**config.mk**
```make
export PLATFORM = sky130hd
export DESIGN_NAME = spct_ctrl
export DESIGN_NICKNAME = d
export VERILOG_FILES = /design/src/design/spct_pkg.sv /design/src/design/spct_ctrl.sv
export SDC_FILE = /design/constraint.sdc
export NUM_CORES = 1
export LEC_CHECK = 0
export ABC_CLOCK_PERIOD_IN_PS = 1500
export BUFFER_PORTS_ARGS = -buffer_cell sky130_fd_sc_hd__buf_2
export CAP_MARGIN = 20
export CORE_AREA = 2 2 39 41
export CTS_BUF_LIST = sky130_fd_sc_hd__clkbuf_4
export DETAILED_ROUTE_END_ITERATION = 6
export DIE_AREA = 0 0 41 43
export SLEW_MARGIN = 20
export SYNTH_ARGS = -nofsm -noshare
export SYNTH_HDL_FRONTEND = slang
export SYNTH_SLANG_ARGS = --single-unit
```
**constraint.sdc**
```tcl
create_clock -name i_clk -period 1.5 [get_ports i_clk]
set_input_delay 0 -clock i_clk [delete_from_list [all_inputs] [get_ports i_clk]]
set_output_delay 0 -clock i_clk [all_outputs]
set_load 0.1 [all_outputs]
```
**src/design/spct_pkg.sv**
```systemverilog
package spct_pkg;

    // Command codes; any other code reads the entry
    localparam logic [1:0] CMD_ENTER = 2'd0;
    localparam logic [1:0] CMD_LEAVE = 2'd1;

    localparam logic [15:0] DEPTH_MAX = 16'hFFFF;

    // Controller states
    typedef enum logic [2:0] {
        S_CLR,   // clearing pass over the table after reset
        S_IDLE,  // waiting for start
        S_RID,   // read the named entry
        S_RB,    // named entry back, read the second entry
        S_MB,    // second entry back
        S_WB,    // write the second entry
        S_WID    // write the named entry, load the result
    } t_state;

    // Controller to datapath
    typedef struct packed {
        logic cap_in;    // latch the item
        logic out_zero;  // result for an id out of range
        logic clr_wr;    // clear one table row
        logic rd_id;     // read the named entry
        logic cap_id;    // latch named entry, read the second entry
        logic out_read;  // result for a read command
        logic cap_b;     // latch the second entry
        logic wr_b;      // write the second entry
        logic wr_id;     // write the named entry, result out
    } t_ctrl_cmd;

    // Datapath to controller
    typedef struct packed {
        logic in_ok;     // id at the input is within the table
        logic cur_upd;   // latched item is an enter or a leave
        logic b_vld;     // a second entry takes part
        logic clr_last;  // clearing pass at its last row
    } t_ctrl_sts;

endpackage

```
**src/design/spct_ctrl.sv**
```systemverilog
module spct_ctrl
    import spct_pkg::*;
(
    input  logic      i_clk,
    input  logic      i_rst_n,
    input  logic      i_start,
    input  t_ctrl_sts i_sts,
    output t_ctrl_cmd o_cmd,
    output logic      o_busy
);

    t_state r_state;
    t_state n_state;

    // State register
    always_ff @(posedge i_clk) begin
        if (!i_rst_n) begin
            r_state <= S_CLR;
        end else begin
            r_state <= n_state;
        end
    end

    // Next state and commands
    always_comb begin
        n_state = r_state;
        o_cmd   = '0;
        case (r_state)
            S_CLR: begin
                o_cmd.clr_wr = 1'b1;
                if (i_sts.clr_last) begin
                    n_state = S_IDLE;
                end
            end
            S_IDLE: begin
                if (i_start) begin
                    o_cmd.cap_in = 1'b1;
                    if (i_sts.in_ok) begin
                        n_state = S_RID;
                    end else begin
                        o_cmd.out_zero = 1'b1;
                    end
                end
            end
            S_RID: begin
                o_cmd.rd_id = 1'b1;
                n_state     = S_RB;
            end
            S_RB: begin
                o_cmd.cap_id = 1'b1;
                if (!i_sts.cur_upd) begin
                    o_cmd.out_read = 1'b1;
                    n_state        = S_IDLE;
                end else if (i_sts.b_vld) begin
                    n_state = S_MB;
                end else begin
                    n_state = S_WID;
                end
            end
            S_MB: begin
                o_cmd.cap_b = 1'b1;
                n_state     = S_WB;
            end
            S_WB: begin
                o_cmd.wr_b = 1'b1;
                n_state    = S_WID;
            end
            S_WID: begin
                o_cmd.wr_id = 1'b1;
                n_state     = S_IDLE;
            end
            default: begin
                n_state = S_IDLE;
            end
        endcase
    end

    assign o_busy = (r_state != S_IDLE);

`ifndef SYNTHESIS
    // A named-entry write always hands back to idle
    a_wid_to_idle: assert property (@(posedge i_clk) disable iff (!i_rst_n)
        r_state == S_WID |=> r_state == S_IDLE)
        else $error("write of named entry not followed by idle");

    // Second entry is only written after it was read back
    a_wb_after_mb: assert property (@(posedge i_clk) disable iff (!i_rst_n)
        r_state == S_WB |-> $past(r_state) == S_MB)
        else $error("second entry written without being read");

    // Clearing pass only leaves on its last row
    a_clr_exit: assert property (@(posedge i_clk) disable iff (!i_rst_n)
        r_state == S_CLR && !i_sts.clr_last |=> r_state == S_CLR)
        else $error("clearing pass left early");
`endif

endmodule

```
==> out/metrics.cfg, run 1 <==
[placement]
place_ws_ns = 0.163
port_buffers = 16
gp_congestion = 0.735
place_hpwl_um = 557

[drt]
vias = 309
drc = 0
drt-wirelength-per-cell_um = 9.01
vias_per_cell = 4.29
drt-initial-drc-count = 3
drt-pass1-iter-count = 4
wirelength_um = 649
ant_nets = 0

[floorplanning]
die_area_um2 = 1760
io_pins = 17
die_h_um = 43
rows = 14
dieWidth_um = 41
core_um2 = 1380
start_util_pct = 21.0

[clocking]
cts_tree = built
clk_pin_slew_ns = 0.04
h-tree-depth = 1
cts_sinks = 3
cts-root-buf = clkbuf_4
clk_latency_ns = 0.23
cts_buffer_depth = 2
numCtsBuffers = 3
postCtsHoldBufs = 0

[min_path]
hold_depth = 3
min_from = i_rst_n
min_path_type = primary input to flip-flop
whs_endpoint = r_state[1]$_SDFFE_PN0P_

[synthesis]
synth_top_family_by_area = simple AND/OR/NAND/NOR gates
syn_inst = 33
muxShareOfSynthArea_pct = 5.17
yosys.area_share.simple_pct = 34.9
synthAdderAreaFrac_pct = 4.31
syn-cell-area_um2 = 290
synth_nets = 41
avgSynthCellArea_um2 = 8.80
synth_cell_types = 20
ys_ff_latch = 3
synth_warnings = 0
synth_xor_area_share_pct = 3.02
synth_compound_area_share_pct = 20.3
ys_seq_area_share_pct = 20.7

[power]
p_leak_nw = 0.276
power.density_nw_per_um2 = 624
report.power.total_uw = 366
vdd_drop_max_uv = 363

[sta]
slew_headroom_pct = 68.0
rsz0062_at_grt = false
hold_viol_final = 0
finalSetupViolations = 0
maxSlewViolCount = 0
fin_crit_ns = 1.40
setup_ws_ns = 0.100
worst_slew_pin_slew_ns = 0.483
clock_skew_ns = 0.000110
max_clock_freq_ghz = 0.714
final.period_utilization_pct = 93.3

[global_route]
grt_pass1_wl_um = 1120
grt_pass1_vias = 295
grt_max_degree = 10
track_usage_pct = 9.52
antenna_found_initial = 0
overflow = 0

[worst_setup_path]
critPathCaptureType = output pin
crit_type = flip-flop to output pin
reg2reg_to = r_state[0]$_SDFFE_PN0P_
arrival_ns = 1.40
r2r_start = r_state[0]$_SDFFE_PN0P_
reg2reg_slack_ns = 0.11
reg2regPathDepth = 4
cp_data_required_time_ns = 1.50
worstSetupStartpointType = flip-flop
worst-path-max-fanout = 5

[final_layout]
fill_cells = 143
ff_latch_area_um2 = 60.1
top_regs = r_state: 3 flops
largest_register = r_state
final_nets = 65
multiInputGateArea_um2 = 224
n_antenna_cell = 0
area_growth_pct = 102
drive_gt1_share_pct = 64.3
largest_reg_flops = 3

[flow_run]
cap_violations = 0

[run_status]
status = finished, final reports clean

-- logic make-up (layout without fill, tap and decap cells) --
family,count (synthesis),after routing
adder cells (fa/ha/maj),1,1
AO/OA/AOI/OAI,6,6
multiplexers,1,1
AND/OR/NAND/NOR,15,15
XOR/XNOR,1,1
flip-flops,3,3
buffers and inverters,6,29
-- placed cells by master, fill, tap and decap left out, types with 2 or more instances in the layout --
master    n
and3_1    4
buf_12    8
buf_2     8
buf_4     5
clkbuf_4  4
dfxtp_1   3
inv_1     4
nand2_1   2
nor3_2    4
-- synthesized netlist by cell type --
cell type,count,area share (%)
o21ai_0,1,1.7
inv_1,4,5.2
ha_1,1,4.3
and2_1,1,2.2
mux2_4,1,5.2
nor3_2,1,3.4
buf_4,1,2.6
a211oi_2,1,4.3
nor3b_4,1,6.5
nor2b_1,3,6.5
a31oi_1,1,2.2
nor3_1,3,5.2
o21ba_1,1,3.4
a22o_1,1,3.0
o41ai_2,1,5.6
dfxtp_1,3,21
xor2_1,1,3.0
buf_6,1,3.9
nand2_1,2,2.6
and3_1,4,8.6
-- timing repair --
item | 4_1_cts | 5_1_grt
buffers inserted | 0 | 1
hold endpoints to repair | 0 | 0
setup endpoints to repair | 0 | 2
gates resized for setup | 0 | 1
-- through the flow --
step                      hold slack [ns]  utilization (%)  TNS (ns)  instance area (um2)  instances
final                              0.0335             42.4         0                  587         72
after global routing               0.0320             42.4         0                  587         72
after CTS                          0.0253             41.7         0                  577         71
after detailed placement            0.272             39.5         0                  547         67
after global placement              0.270             39.5         0                  547         67
after floorplan                     0.101                -    -0.941                  315         33
-- report_power, final --
part,internal [mW],switching [mW],total [mW]
combinational,0.0432,0.0805,0.124
sequential,0.0828,0.00356,0.0863
clock,0.118,0.0389,0.156
-- worst max-delay path, stage by stage (launching register included) --
cell	delay, ns
dfxtp_1	0.41
nor3b_4	0.24
and2_4	0.19
nor2b_4	0.15
buf_12	0.18
-- metal layers --
metal	vias up	wire length [um]	GRT usage, %
li1	160	-	-
met4	0	0	9.33
met3	0	37	2.09
met5	-	0	0
met2	10	325	13.1
met1	139	286	11.2
-- final cells by class --
class,count,area share (%)
sequential,3,10.2
multi-input combinational,24,38.2
tap,16,3.41
inverter,4,2.56
clock buffer,4,5.12
timing repair buffer,21,40.5
-- worst max path at each step --
stage                                        from                       to  slack, ns  depth (start not counted)
final                     r_state[0]$_SDFFE_PN0P_                 o_cmd[7]        0.1                          4
after floorplan           r_state[1]$_SDFFE_PN0P_                 o_cmd[4]      -0.30                          2
after global placement    r_state[0]$_SDFFE_PN0P_  r_state[0]$_SDFFE_PN0P_       0.20                          3
after CTS                 r_state[0]$_SDFFE_PN0P_                 o_cmd[7]       0.03                          4
after global routing      r_state[0]$_SDFFE_PN0P_                 o_cmd[7]       0.01                          4
after detailed placement  r_state[1]$_SDFFE_PN0P_  r_state[0]$_SDFFE_PN0P_       0.16                          4
Power figures use the tool's default switching activity.
==> run 2: changes to the inputs <==
RECOVER_POWER = 100   (was not set)
==> run 2 against run 1 <==
Wire length is 0.31% higher. Core utilization is 1.7 points lower. Sequential power hardly changed. Critical path type is now flip-flop to flip-flop. Largest cell class is now multi-input combinational cells. Highest routed layer unchanged. Critical endpoint is now r_state[0]$_SDFFE_PN0P_. Clock-buffer cell count stayed put. Flip-flop and latch count stayed put. Combinational power hardly changed. Global-route usage stayed put.
==> out/metrics.cfg, run 2 (synthesized netlist as in run 1, its figures left out) <==
[run_status]
status = finished, final reports clean

[worst_setup_path]
reg2reg_slack_ns = 0.08
reg2reg_to = r_state[0]$_SDFFE_PN0P_
worst-path-max-fanout = 5
reg2regPathDepth = 4
cp_data_required_time_ns = 1.62
crit_type = flip-flop to flip-flop
arrival_ns = 1.54
critPathCaptureType = flip-flop
worstSetupStartpointType = flip-flop
r2r_start = r_state[0]$_SDFFE_PN0P_

[final_layout]
area_growth_pct = 94.0
largest_register = r_state
fin_area_um2 = 563
final_common_cell = buf_2
ff_latch_area_um2 = 60.1
drive_gt1_share_pct = 64.3
n_antenna_cell = 0
fill_cells = 148
final_nets = 65
final_cell_mix = buf_2 (8), buf_12 (6), clkbuf_4 (5)
largest_reg_flops = 3
top_regs = r_state: 3 flops
multiInputGateArea_um2 = 224

[clocking]
clk_pin_slew_ns = 0.04
postCtsHoldBufs = 0
cts_tree = built
clk_latency_ns = 0.23
h-tree-depth = 1
cts-root-buf = clkbuf_4
cts_sinks = 3
numCtsBuffers = 3
cts_buffer_depth = 2

[global_route]
grt_pass1_vias = 295
grt_pass1_wl_um = 1120
antenna_found_initial = 0
overflow = 0
grt_max_degree = 10
track_usage_pct = 9.52

[power]
p_int_uw = 243
power_frac_seq_pct = 23.6
swShare_pct = 33.6
combinationalPowerShare_pct = 33.6
switching_power_uw = 123
p_clk_share_pct = 42.8
power.density_nw_per_um2 = 649
p_leak_nw = 0.272
vdd_drop_max_uv = 362

[floorplanning]
dieWidth_um = 41
io_pins = 17
core_um2 = 1380
rows = 14
die_h_um = 43
start_util_pct = 21.0
die_area_um2 = 1760

[drt]
routed.top_layer = met3
drc = 0
vias_per_cell = 4.29
wl_met1_um = 290
wirelength_um = 651
drt-pass1-iter-count = 4
dr_wl_met2_um = 323
vias = 309
drt-wirelength-per-cell_um = 9.04
routed-wl-met3_um = 37
ant_nets = 0
drt-initial-drc-count = 3

[placement]
gp_congestion = 0.735
place_hpwl_um = 557
place_ws_ns = 0.163
port_buffers = 16
dpl-instance-area_um2 = 547

[sta]
rsz0062_at_grt = false
finalSetupViolations = 0
fin_crit_ns = 1.42
maxSlewViolCount = 0
final.period_utilization_pct = 94.4
hold_viol_final = 0
max_clock_freq_ghz = 0.706
setup_ws_ns = 0.0839
clock_skew_ns = 0.000110
worst_slew_pin_slew_ns = 0.537
slew_headroom_pct = 64.4

[flow_run]
cap_violations = 0

[min_path]
min_path_type = primary input to flip-flop
hold_depth = 3
min_from = i_rst_n
whs_endpoint = r_state[1]$_SDFFE_PN0P_

==> run 2: worst max-delay path by stage <==
stage / from / endpoint / slack [ns] / depth (start not counted)
6_report: r_state[0]$_SDFFE_PN0P_ / r_state[0]$_SDFFE_PN0P_ / 0.08 / 4
3_5_place_dp: r_state[1]$_SDFFE_PN0P_ / r_state[0]$_SDFFE_PN0P_ / 0.16 / 4
5_1_grt: r_state[0]$_SDFFE_PN0P_ / r_state[0]$_SDFFE_PN0P_ / 0.01 / 4
3_3_place_gp: r_state[0]$_SDFFE_PN0P_ / r_state[0]$_SDFFE_PN0P_ / 0.20 / 3
2_1_floorplan: r_state[1]$_SDFFE_PN0P_ / o_cmd[4] / -0.30 / 2
4_1_cts: r_state[0]$_SDFFE_PN0P_ / o_cmd[7] / 0.03 / 4
==> run 2: worst max-delay path: stages (launching register included) <==
cell and delay [ns]:
dfxtp_1 0.41, nor3b_4 0.24, clkbuf_4 0.17, mux2_4 0.31, o21ba_1 0.18
==> run 2: layout make-up <==
type,instances,area share (%)
Sequential cell,3,10.7
Inverter,4,2.67
Clock buffer,4,5.33
Tap cell,16,3.56
Multi-Input combinational cell,24,39.8
Timing Repair Buffer,21,38.0
==> run 2: stage by stage <==
stage	utilization, %	instances	hold slack, ns	power, mW	TNS, ns
3_3_place_gp	39.5	67	0.270	0.208	0
4_1_cts	41.7	71	0.0253	0.373	0
2_1_floorplan	-	33	0.101	0.178	-0.941
5_1_grt	40.7	72	0.0320	0.387	0
3_5_place_dp	39.5	67	0.272	0.209	0
6_report	40.7	72	0.0335	0.365	0
==> run 2: repair_timing <==
item                       CTS  global route
setup endpoints to repair    0             2
buffers inserted             0             1
gates resized for setup      0             1
==> run 2: layer usage <==
| metal | track usage [%] | up-vias |
|---|---|---|
| met4 | 9.33 | 0 |
| met2 | 13.1 | 10 |
| met5 | 0 | - |
| li1 | - | 160 |
| met3 | 2.09 | 0 |
| met1 | 11.2 | 139 |
==> run 2: power by group through the flow <==
stage                     clock (mW)  sequential, mW  combinational [mW]
after floorplan                    0          0.0852              0.0930
after global placement             0          0.0874               0.120
after detailed placement           0          0.0877               0.121
after CTS                      0.165          0.0865               0.122
after global routing           0.172          0.0869               0.128
final                          0.156          0.0863               0.123
